==> config.mk <==
export PLATFORM = sky130hd
export DESIGN_NAME = oscillator_discipline_supervisor
export DESIGN_NICKNAME = d
export VERILOG_FILES = /design/src/rtl/ods_pkg.sv /design/src/rtl/oscillator_discipline_supervisor.sv /design/src/rtl/ods_step.sv
export SDC_FILE = /design/constraint.sdc
export NUM_CORES = 1
export LEC_CHECK = 0
export ABC_AREA = 1
export BUFFER_PORTS_ARGS = -buffer_cell sky130_fd_sc_hd__buf_2
export CAP_MARGIN = 20
export CORE_MARGIN = 5
export CORE_UTILIZATION = 60
export CTS_CLUSTER_SIZE = 30
export DETAILED_ROUTE_END_ITERATION = 16
export GPL_TIMING_DRIVEN = 0
export PLACE_DENSITY = 0.88
export SLEW_MARGIN = 0
export SYNTH_ARGS = -nofsm -noshare
export SYNTH_HDL_FRONTEND = slang
export SYNTH_SLANG_ARGS = --single-unit
==> constraint.sdc <==
create_clock -name i_clk -period 7.8 [get_ports i_clk]
set_input_delay 0.78 -clock i_clk [delete_from_list [all_inputs] [get_ports i_clk]]
set_output_delay 0.78 -clock i_clk [all_outputs]
set_load 0.02 [all_outputs]
==> src/rtl/ods_pkg.sv <==
`timescale 1ns / 1ps
// Shared types, codes and reset constants for the oscillator discipline supervisor.
// No dependencies; imported by every module of the block.
package ods_pkg;

    // Time base width default (seconds counter)
    localparam int DEF_TIME_WIDTH = 40;

    // Field widths
    localparam int CORR_W   = 32;
    localparam int DTAU_W   = 20;
    localparam int TAU_W    = 16;
    localparam int IVL_W    = 24;
    localparam int CFG_IDX_W = 3;
    localparam int CFG_DAT_W = 24;
    localparam int OUT_BITS = 78;
    localparam int OUT_W    = ((OUT_BITS + 7) / 8) * 8;

    // Alarm word bit: tuning out of range
    localparam int TUNING_ALARM_BIT = 18;

    // Configuration register indexes
    localparam logic [CFG_IDX_W-1:0] CFG_TAU_PH0  = 3'd0;
    localparam logic [CFG_IDX_W-1:0] CFG_TAU_PH1  = 3'd1;
    localparam logic [CFG_IDX_W-1:0] CFG_TAU_PH2  = 3'd2;
    localparam logic [CFG_IDX_W-1:0] CFG_IVL_PH0  = 3'd3;
    localparam logic [CFG_IDX_W-1:0] CFG_IVL_PH1  = 3'd4;
    localparam logic [CFG_IDX_W-1:0] CFG_IVL_PH2  = 3'd5;
    localparam logic [CFG_IDX_W-1:0] CFG_HOLD_LIM = 3'd6;

    // Configuration reset values
    localparam logic [TAU_W-1:0] RST_TAU_PH0  = 16'd50;
    localparam logic [TAU_W-1:0] RST_TAU_PH1  = 16'd500;
    localparam logic [TAU_W-1:0] RST_TAU_PH2  = 16'd10000;
    localparam logic [IVL_W-1:0] RST_IVL_PH0  = 24'd600;
    localparam logic [IVL_W-1:0] RST_IVL_PH1  = 24'd7200;
    localparam logic [IVL_W-1:0] RST_IVL_PH2  = 24'd86400;
    localparam logic [IVL_W-1:0] RST_HOLD_LIM = 24'd86400;

    // Discipline phases
    localparam logic [1:0] PHASE_0 = 2'd0;
    localparam logic [1:0] PHASE_1 = 2'd1;
    localparam logic [1:0] PHASE_2 = 2'd2;

    typedef enum logic [1:0] {
        CLASS_UNCAL  = 2'd0,
        CLASS_CALIB  = 2'd1,
        CLASS_HOLD   = 2'd2,
        CLASS_LOCKED = 2'd3
    } t_class;

    typedef enum logic [1:0] {
        MODE_INIT  = 2'd0,
        MODE_TRACK = 2'd1,
        MODE_HOLD  = 2'd2,
        MODE_CALIB = 2'd3
    } t_mode;

    // Configuration register file
    typedef struct packed {
        logic [TAU_W-1:0] tau_ph0;
        logic [TAU_W-1:0] tau_ph1;
        logic [TAU_W-1:0] tau_ph2;
        logic [IVL_W-1:0] ivl_ph0;
        logic [IVL_W-1:0] ivl_ph1;
        logic [IVL_W-1:0] ivl_ph2;
        logic [IVL_W-1:0] hold_lim;
    } t_cfg;

    // Schedule state (start time travels separately, its width is a parameter)
    typedef struct packed {
        logic [1:0] phase;
        t_class     clk_class;
        t_mode      mode;
        logic       ready;
    } t_sched;

    // Non-time fields of one poll
    typedef struct packed {
        logic                     telemetry_ok;
        logic [31:0]              alarm_bits;
        logic signed [CORR_W-1:0] last_correction;
        logic [DTAU_W-1:0]        device_tau;
        logic                     discipline_enabled;
        logic                     fix_valid;
    } t_poll;

    // One result beat
    typedef struct packed {
        logic signed [CORR_W-1:0] fine_correction;
        logic [DTAU_W-1:0]        coarse_tau;
        logic                     latch_request;
        logic                     disable_before_latch;
        logic                     tau_write;
        logic [TAU_W-1:0]         tau_value;
        logic [1:0]               osc_class;
        logic [1:0]               discipline_state;
        logic                     hold_armed;
        logic [1:0]               phase_index;
    } t_result;

endpackage

==> src/rtl/oscillator_discipline_supervisor.sv <==
`timescale 1ns / 1ps
// Oscillator discipline supervisor: top level with poll/result streams and config port.
// Depends on ods_pkg and ods_step.
//
// Usage:
//  - Slave stream s_axis: one beat is one control poll (telemetry, fix status, times).
//  - Master stream m_axis: one result beat per poll (correction, tau, latch and tau
//    write requests, clock class, discipline state, phase).
//  - Config port: i_cfg_valid/o_cfg_ready with a register index and 24-bit data;
//    always ready; write only while no poll is in flight.
// Pipeline: a poll is registered in the input stage on accept, evaluated against the
//  schedule state from that register, and its result registered in the result stage
//  once that stage is free, which raises m_axis_tvalid.
// Throughput: one poll per cycle while results are taken. The schedule state is updated
//  in the same cycle as the result register, so the next poll sees it without a gap; the
//  path is set by two 40-bit elapsed-time subtract-and-compare blocks.
// Reset (i_rst_n low, synchronous): both stages empty, schedule at phase 0,
//  class calibrating, state init, config registers at their defaults.
// Stall: while m_axis_tready is low the result beat holds, one more poll may wait in
//  the input stage, then s_axis_tready drops until the result is taken.
module oscillator_discipline_supervisor #(
    parameter int TIME_WIDTH = ods_pkg::DEF_TIME_WIDTH,
    localparam int S_BITS = 87 + 2 * TIME_WIDTH,
    localparam int S_W    = ((S_BITS + 7) / 8) * 8
) (
    input  logic                           i_clk,
    input  logic                           i_rst_n,
    // Poll stream
    input  logic                           s_axis_tvalid,
    output logic                           s_axis_tready,
    // tdata, low bit up: telemetry_ok, alarm_bits[32], last_correction[32],
    // device_tau[20], discipline_enabled, fix_valid, last_fix_time[TW], now_time[TW]
    input  logic [S_W-1:0]                 s_axis_tdata,
    // Result stream
    output logic                           m_axis_tvalid,
    input  logic                           m_axis_tready,
    // tdata, low bit up: fine_correction[32], coarse_tau[20], latch_request,
    // disable_before_latch, tau_write, tau_value[16], osc_class[2],
    // discipline_state[2], hold_armed, phase_index[2], zero pad
    output logic [ods_pkg::OUT_W-1:0]      m_axis_tdata,
    // Config write channel
    input  logic                           i_cfg_valid,
    output logic                           o_cfg_ready,
    input  logic [ods_pkg::CFG_IDX_W-1:0]  i_cfg_index,
    input  logic [ods_pkg::CFG_DAT_W-1:0]  i_cfg_data
);
    import ods_pkg::*;

    localparam int LF_LO  = 87;
    localparam int NOW_LO = 87 + TIME_WIDTH;

    logic                  r_s1_valid;
    t_poll                 r_s1_poll;
    logic [TIME_WIDTH-1:0] r_s1_last_fix;
    logic [TIME_WIDTH-1:0] r_s1_now;
    logic                  r_out_valid;
    t_result               r_out;
    t_sched                r_sched;
    logic [TIME_WIDTH-1:0] r_phase_start;
    t_cfg                  r_cfg;

    t_poll                 in_poll;
    t_sched                n_sched;
    logic [TIME_WIDTH-1:0] n_phase_start;
    t_result               n_out;
    logic                  out_load;

    // Unpack the poll beat
    assign in_poll.telemetry_ok       = s_axis_tdata[0];
    assign in_poll.alarm_bits         = s_axis_tdata[32:1];
    assign in_poll.last_correction    = s_axis_tdata[64:33];
    assign in_poll.device_tau         = s_axis_tdata[84:65];
    assign in_poll.discipline_enabled = s_axis_tdata[85];
    assign in_poll.fix_valid          = s_axis_tdata[86];

    // Handshake: result register frees up when empty or being taken
    assign out_load      = !r_out_valid || m_axis_tready;
    assign s_axis_tready = !r_s1_valid || out_load;
    assign o_cfg_ready   = 1'b1;

    ods_step #(
        .TIME_WIDTH (TIME_WIDTH)
    ) u_step (
        .i_poll        (r_s1_poll),
        .i_last_fix    (r_s1_last_fix),
        .i_now         (r_s1_now),
        .i_sched       (r_sched),
        .i_phase_start (r_phase_start),
        .i_cfg         (r_cfg),
        .o_sched       (n_sched),
        .o_phase_start (n_phase_start),
        .o_result      (n_out)
    );

    // Control, schedule state and config registers
    always_ff @(posedge i_clk) begin
        if (!i_rst_n) begin
            r_s1_valid        <= 1'b0;
            r_out_valid       <= 1'b0;
            r_sched.phase     <= PHASE_0;
            r_sched.clk_class <= CLASS_CALIB;
            r_sched.mode      <= MODE_INIT;
            r_sched.ready     <= 1'b0;
            r_phase_start     <= '0;
            r_cfg.tau_ph0     <= RST_TAU_PH0;
            r_cfg.tau_ph1     <= RST_TAU_PH1;
            r_cfg.tau_ph2     <= RST_TAU_PH2;
            r_cfg.ivl_ph0     <= RST_IVL_PH0;
            r_cfg.ivl_ph1     <= RST_IVL_PH1;
            r_cfg.ivl_ph2     <= RST_IVL_PH2;
            r_cfg.hold_lim    <= RST_HOLD_LIM;
        end else begin
            if (s_axis_tready) begin
                r_s1_valid <= s_axis_tvalid;
            end
            if (out_load) begin
                r_out_valid <= r_s1_valid;
                if (r_s1_valid) begin
                    r_sched       <= n_sched;
                    r_phase_start <= n_phase_start;
                end
            end
            if (i_cfg_valid) begin
                case (i_cfg_index)
                    CFG_TAU_PH0:  r_cfg.tau_ph0  <= i_cfg_data[TAU_W-1:0];
                    CFG_TAU_PH1:  r_cfg.tau_ph1  <= i_cfg_data[TAU_W-1:0];
                    CFG_TAU_PH2:  r_cfg.tau_ph2  <= i_cfg_data[TAU_W-1:0];
                    CFG_IVL_PH0:  r_cfg.ivl_ph0  <= i_cfg_data;
                    CFG_IVL_PH1:  r_cfg.ivl_ph1  <= i_cfg_data;
                    CFG_IVL_PH2:  r_cfg.ivl_ph2  <= i_cfg_data;
                    CFG_HOLD_LIM: r_cfg.hold_lim <= i_cfg_data;
                    default: ;
                endcase
            end
        end
    end

    // Payload registers
    always_ff @(posedge i_clk) begin
        if (s_axis_tready && s_axis_tvalid) begin
            r_s1_poll     <= in_poll;
            r_s1_last_fix <= s_axis_tdata[LF_LO +: TIME_WIDTH];
            r_s1_now      <= s_axis_tdata[NOW_LO +: TIME_WIDTH];
        end
        if (out_load && r_s1_valid) begin
            r_out <= n_out;
        end
    end

    // Pack the result beat
    assign m_axis_tvalid = r_out_valid;
    assign m_axis_tdata  = {{(OUT_W-OUT_BITS){1'b0}},
                            r_out.phase_index,
                            r_out.hold_armed,
                            r_out.discipline_state,
                            r_out.osc_class,
                            r_out.tau_value,
                            r_out.tau_write,
                            r_out.disable_before_latch,
                            r_out.latch_request,
                            r_out.coarse_tau,
                            r_out.fine_correction};

endmodule

==> src/rtl/ods_step.sv <==
`timescale 1ns / 1ps
// Per-poll decision logic: latch detection, schedule restart/advance, class update.
// Purely combinational; depends on ods_pkg.
module ods_step #(
    parameter int TIME_WIDTH = ods_pkg::DEF_TIME_WIDTH
) (
    input  ods_pkg::t_poll    i_poll,
    input  logic [TIME_WIDTH-1:0] i_last_fix,
    input  logic [TIME_WIDTH-1:0] i_now,
    input  ods_pkg::t_sched   i_sched,
    input  logic [TIME_WIDTH-1:0] i_phase_start,
    input  ods_pkg::t_cfg     i_cfg,
    output ods_pkg::t_sched   o_sched,
    output logic [TIME_WIDTH-1:0] o_phase_start,
    output ods_pkg::t_result  o_result
);
    import ods_pkg::*;

    logic [TIME_WIDTH-1:0] age_diff;
    logic [TIME_WIDTH-1:0] run_diff;
    logic [IVL_W-1:0]      ivl_sel;
    logic                  aged;
    logic                  run_out;
    logic                  latch;
    logic                  restart;
    logic                  advance;
    logic                  adjust;
    logic [1:0]            phase_n;
    t_sched                sched_n;

    // Wrapped elapsed times; negative differences never exceed a limit
    assign age_diff = i_now - i_last_fix;
    assign run_diff = i_now - i_phase_start;
    assign ivl_sel  = (i_sched.phase == PHASE_0) ? i_cfg.ivl_ph0 : i_cfg.ivl_ph1;
    assign aged     = !age_diff[TIME_WIDTH-1] &&
                      (age_diff > {{(TIME_WIDTH-IVL_W){1'b0}}, i_cfg.hold_lim});
    assign run_out  = !run_diff[TIME_WIDTH-1] &&
                      (run_diff > {{(TIME_WIDTH-IVL_W){1'b0}}, ivl_sel});

    // Tuning alarm with zero correction asks for a latch
    assign latch   = i_poll.alarm_bits[TUNING_ALARM_BIT] &&
                     (i_poll.last_correction == '0);
    assign restart = !i_poll.fix_valid || latch;
    // After a restart the start time equals now, so the phase cannot run out
    assign advance = !restart && (i_sched.phase != PHASE_2) && run_out;
    assign adjust  = restart ? ((i_sched.phase != PHASE_0) || aged) : advance;
    assign phase_n = restart ? PHASE_0 : (i_sched.phase + {1'b0, advance});

    // Next class/mode/ready
    always_comb begin
        sched_n       = i_sched;
        sched_n.phase = phase_n;
        if (!restart && (i_sched.clk_class == CLASS_HOLD ||
                         i_sched.clk_class == CLASS_UNCAL)) begin
            sched_n.clk_class = CLASS_CALIB;
            sched_n.mode      = MODE_TRACK;
        end
        if (adjust) begin
            if (!i_poll.fix_valid) begin
                sched_n.clk_class = (i_sched.clk_class == CLASS_CALIB || aged) ?
                                    CLASS_UNCAL : CLASS_HOLD;
                sched_n.mode      = MODE_HOLD;
            end else if (phase_n == PHASE_0) begin
                sched_n.clk_class = CLASS_CALIB;
                sched_n.mode      = MODE_TRACK;
            end else begin
                sched_n.clk_class = CLASS_LOCKED;
                sched_n.mode      = MODE_CALIB;
            end
            sched_n.ready = (phase_n == PHASE_2);
        end
    end

    // Failed telemetry leaves state untouched
    assign o_sched       = i_poll.telemetry_ok ? sched_n : i_sched;
    assign o_phase_start = (i_poll.telemetry_ok && restart) ? i_now : i_phase_start;

    // Result beat
    always_comb begin
        o_result = '0;
        if (i_poll.telemetry_ok) begin
            o_result.fine_correction      = i_poll.last_correction;
            o_result.coarse_tau           = i_poll.device_tau;
            o_result.latch_request        = latch;
            o_result.disable_before_latch = latch && i_poll.discipline_enabled;
            o_result.tau_write            = adjust;
        end else begin
            o_result.fine_correction = '1;
            o_result.coarse_tau      = '0;
        end
        case (o_sched.phase)
            PHASE_0: o_result.tau_value = i_cfg.tau_ph0;
            PHASE_1: o_result.tau_value = i_cfg.tau_ph1;
            default: o_result.tau_value = i_cfg.tau_ph2;
        endcase
        o_result.osc_class        = o_sched.clk_class;
        o_result.discipline_state = o_sched.mode;
        o_result.hold_armed       = o_sched.ready;
        o_result.phase_index      = o_sched.phase;
    end

endmodule

==> Flow_metrics.wiki <==
{| class="wikitable"
! Metric !! Value
|-
| Result of the run || finished, final reports clean
|-
| Class of the most critical hold timing path || primary input to register
|-
| EDFF count, synth || 214
|-
| Total via count after detailed routing || 19,100
|-
| Post-synth top flop || edfxtp_1
|-
| Filler Cells Inserted || 2,720
|-
| Die Y-Extent || 197 um
|-
| Worst hold path depth || 1
|-
| First-iteration detailed-routing DRC count || 1,731
|-
| Final worst clock skew || 0.0143 ns
|-
| Number of rows created at floorplan || 68
|-
| Worst slack at placement || 1.69 ns
|-
| RSZ-0062 raised after global routing || no
|-
| Post-synthesis cell area || 21,000 sq um
|-
| R2R Setup Slk || 1.47 ns
|-
| Tcrit/Tclk final || 0.812
|-
| Max-slew violation total from the final report || 0
|-
| HPWL reported at the end of detailed placement || 47,900 um
|-
| Leak pwr || 0.0118 uW
|-
| Library cell with the largest summed area after synthesis || edfxtp_1
|-
| Syn. warnings || 0
|-
| Fraction of post-synthesis cell area in the top cell type by area || 0.306
|-
| Final critical-path required period || 6.33 ns
|-
| Area of the die || 38,800 sq um
|-
| TritonCTS clock tree || done
|-
| Io pins || 283
|-
| Buffers & Inverters on Critical Path || 7
|-
| Fmax || 158 MHz
|-
| PwrDens || 223 nW/um^2
|-
| Count leader, synth || nand2_1
|-
| Resized cells post-CTS || 0
|-
| Number of global-route vias before repair || 18,400
|-
| Initial antenna violation count || 1
|-
| Worst supply voltage drop on vdd || 0.000314 V
|-
| Crit path top cell by count || nand2_1
|-
| Worst EP arrival || 6.66 ns
|-
| Number of instances in the synthesized netlist || 2,705
|-
| Logic depth of the worst register-to-register path || 36
|-
| Max_slew headroom || 0.405
|-
| Max-capacitance violation count || 0
|-
| Synthesis-to-layout area growth || 16.0%
|-
| Count of unresolved DRC violations after routing || 0
|-
| Number of nets in the finished design || 3,326
|-
| Initial standard-cell utilization of the core || 0.607
|-
| Average cell area after synthesis || 7.76 sq um
|-
| Data required time at the worst endpoint || 8.12 ns
|-
| Post-route design area || 24,300 sq um
|-
| Synth area leaders || edfxtp_1 31%, dfxtp_1 16%, nand2_1 13%, inv_1 8.0%, ha_1 7.6%
|-
| Placed cell area || 22,800 sq um
|-
| Crit. End Element || register
|-
| Clock tree root driver cell || clkbuf_16
|-
| Count of buffers added by post-CTS timing repair for setup || 0
|-
| Launching element type of the critical path || register
|-
| Worst-margin pin slew || 0.884 ns
|-
| Drt first pass iters || 6
|-
| Fraction of final layout cells sized beyond drive strength 1 || 0.134
|-
| CP peak stage delay || 0.44 ns
|-
| Largest driver fanout on the critical path || 10
|-
| Vias per inst || 5.47
|-
| Antenna viol nets, final || 0
|-
| Sinks on Clock Net || 383
|-
| TritonCTS Buffers || 41
|-
| Fraction of registers with async set/reset || 0
|-
| Routed wire length || 62,000 um
|-
| Kind of cell adding the most delay to the critical path || simple AND/OR/NAND/NOR gates
|-
| Worst Setup Path Type || register to register
|-
| Clk_lat worst skew || 0.58 ns
|-
| Largest net degree at the start of global routing || 106
|-
| Count of endpoints failing setup in the final report || 0
|-
| Number of flip-flops and latches in the synthesized netlist || 383
|-
| Critical-path cell with the highest stage delay || edfxtp_1
|-
| Worst-case clock buffer depth || 3
|-
| Port-buffer cells || 246
|-
| Routed wirelength normalized by instance count || 17.8 um
|-
| Routability congestion estimate || 0.982
|-
| Gr ovfl total || 0
|-
| Number of distinct library cell variants in the gate-level netlist after synthesis || 45
|-
| Width of the chip || 197 um
|-
| Commonest cells in the synthesized netlist || 730 x nand2_1, 447 x inv_1, 280 x nor2_1
|-
| Number of buffers added to fix hold violations after cts || 0
|-
| Stages on the worst setup path || 36
|-
| Fraction of the yosys area taken by sequential cells || 0.468
|-
| CTS HTree Levels || 2
|-
| Core Box Area || 34,500 sq um
|-
| Worst Setup Slack, final || 1.47 ns
|-
| Global-route wire length before repair || 95,900 um
|-
| Total routing resource utilization after global routing || 0.310
|-
| Clock transition time at the flip-flop clock pins of the worst setup and hold paths || 0.06 ns
|-
| Post-Route Setup TNS || 0 ns
|-
| Hold violation count in the final report || 0
|}
==> flip-flops by register name (all words and copies together) (netlist names) <==
name	flops
m_axis_tdata	78
r_phase_start	40
m_axis_tvalid	1
r_s1_poll	56
r_cfg	120
r_s1_now	40
r_s1_last_fix	40
r_sched	7
r_s1_valid	1
==> metal layers <==
layer / share of wire / track usage / wire (um) / vias to the layer above
met1: 0.38 / 0.388 / 23900 / 8704
met4: 0.040 / 0.126 / 2510 / 0
met2: 0.49 / 0.547 / 30700 / 978
met3: 0.080 / 0.0391 / 4960 / 190
met5: 0 / 0 / 0 / -
li1: - / - / - / 9229
==> report_power, final <==
part,switching (uW),leakage (uW),internal [uW],total (uW)
Sequential,48.0,0.00342,2240,2290
Combinational,673,0.00770,338,1010
Clock,848,0.000712,1270,2120
Total,1570,0.0118,3850,5420
==> worst paths after layout <==
kind	startpoint	endpoint
setup / recovery	r_s1_now[0]$_DFFE_PP_	m_axis_tdata[58]$_DFFE_PP_
hold / removal	s_axis_tdata[129]	r_s1_now[2]$_DFFE_PP_
setup reg to reg	r_s1_now[0]$_DFFE_PP_	m_axis_tdata[58]$_DFFE_PP_
hold reg to reg	r_cfg[83]$_SDFFE_PN0P_	r_cfg[83]$_SDFFE_PN0P_
==> through the flow <==
| stage | hold slack (ns) | total power [uW] | utilization | std cells |
|---|---|---|---|---|
| 3_5_place_dp | 0.444 | 3310 | 0.661 | 3409 |
| 4_1_cts | 0.351 | 5410 | 0.704 | 3485 |
| 5_1_grt | 0.360 | 5640 | 0.704 | 3486 |
| 6_report | 0.377 | 5420 | 0.704 | 3492 |
| 3_3_place_gp | 0.436 | 3270 | 0.660 | 3407 |
| 2_1_floorplan | 0.424 | 2980 | - | 2706 |
==> logic make-up (layout without fill, tap and decap cells) <==
logic type / after synthesis / count (layout) / share of synthesized area
adders and majority gates: 129 / 129 / 0.0777
DFF: 383 / 383 / 0.468
other: 2 / 10 / 0.000358
AOI/OAI and AO/OA: 391 / 391 / 0.0968
buffers and inverters: 522 / 846 / 0.0943
and+or+nand+nor: 1228 / 1228 / 0.242
xor gates and xnor gates: 46 / 46 / 0.0192
muxes: 4 / 4 / 0.00191
==> cell type report <==
type	instances	area (sq um)	share of cell area
Clock inverter	23	338	0.0139
Inverter	460	1730	0.0712
Timing Repair Buffer	248	1280	0.0526
Buffer	62	255	0.0105
Tap cell	455	569	0.0234
Antenna cell	7	17.5	0.000720
Sequential cell	383	9810	0.403
Multi-Input combinational cell	1801	9190	0.378
Clock buffer	53	1130	0.0465
==> placed cells by master, fill, tap and decap left out, types with 4 or more instances in the layout <==
cell type / n
nand2_1: 730
xor2_1: 39
bufinv_16: 7
dfxtp_1: 169
nand2_2: 23
mux2i_1: 4
inv_6: 4
a21oi_2: 4
ha_1: 127
nand3_1: 105
nand3_2: 15
clkinv_2: 4
edfxtp_1: 214
o211ai_1: 5
nand3b_1: 6
o21ai_0: 188
nor2_2: 21
clkbuf_16: 42
inv_1: 446
nand4_1: 16
o21bai_1: 6
o22ai_1: 4
clkinv_1: 8
inv_2: 7
a21oi_1: 170
or2_2: 8
nor3_1: 13
clkbuf_8: 4
a31oi_1: 4
xnor2_1: 7
nor2_1: 280
buf_2: 252
diode_2: 7
clkbuf_1: 57
Note: power is estimated with default switching activity, not from simulation.
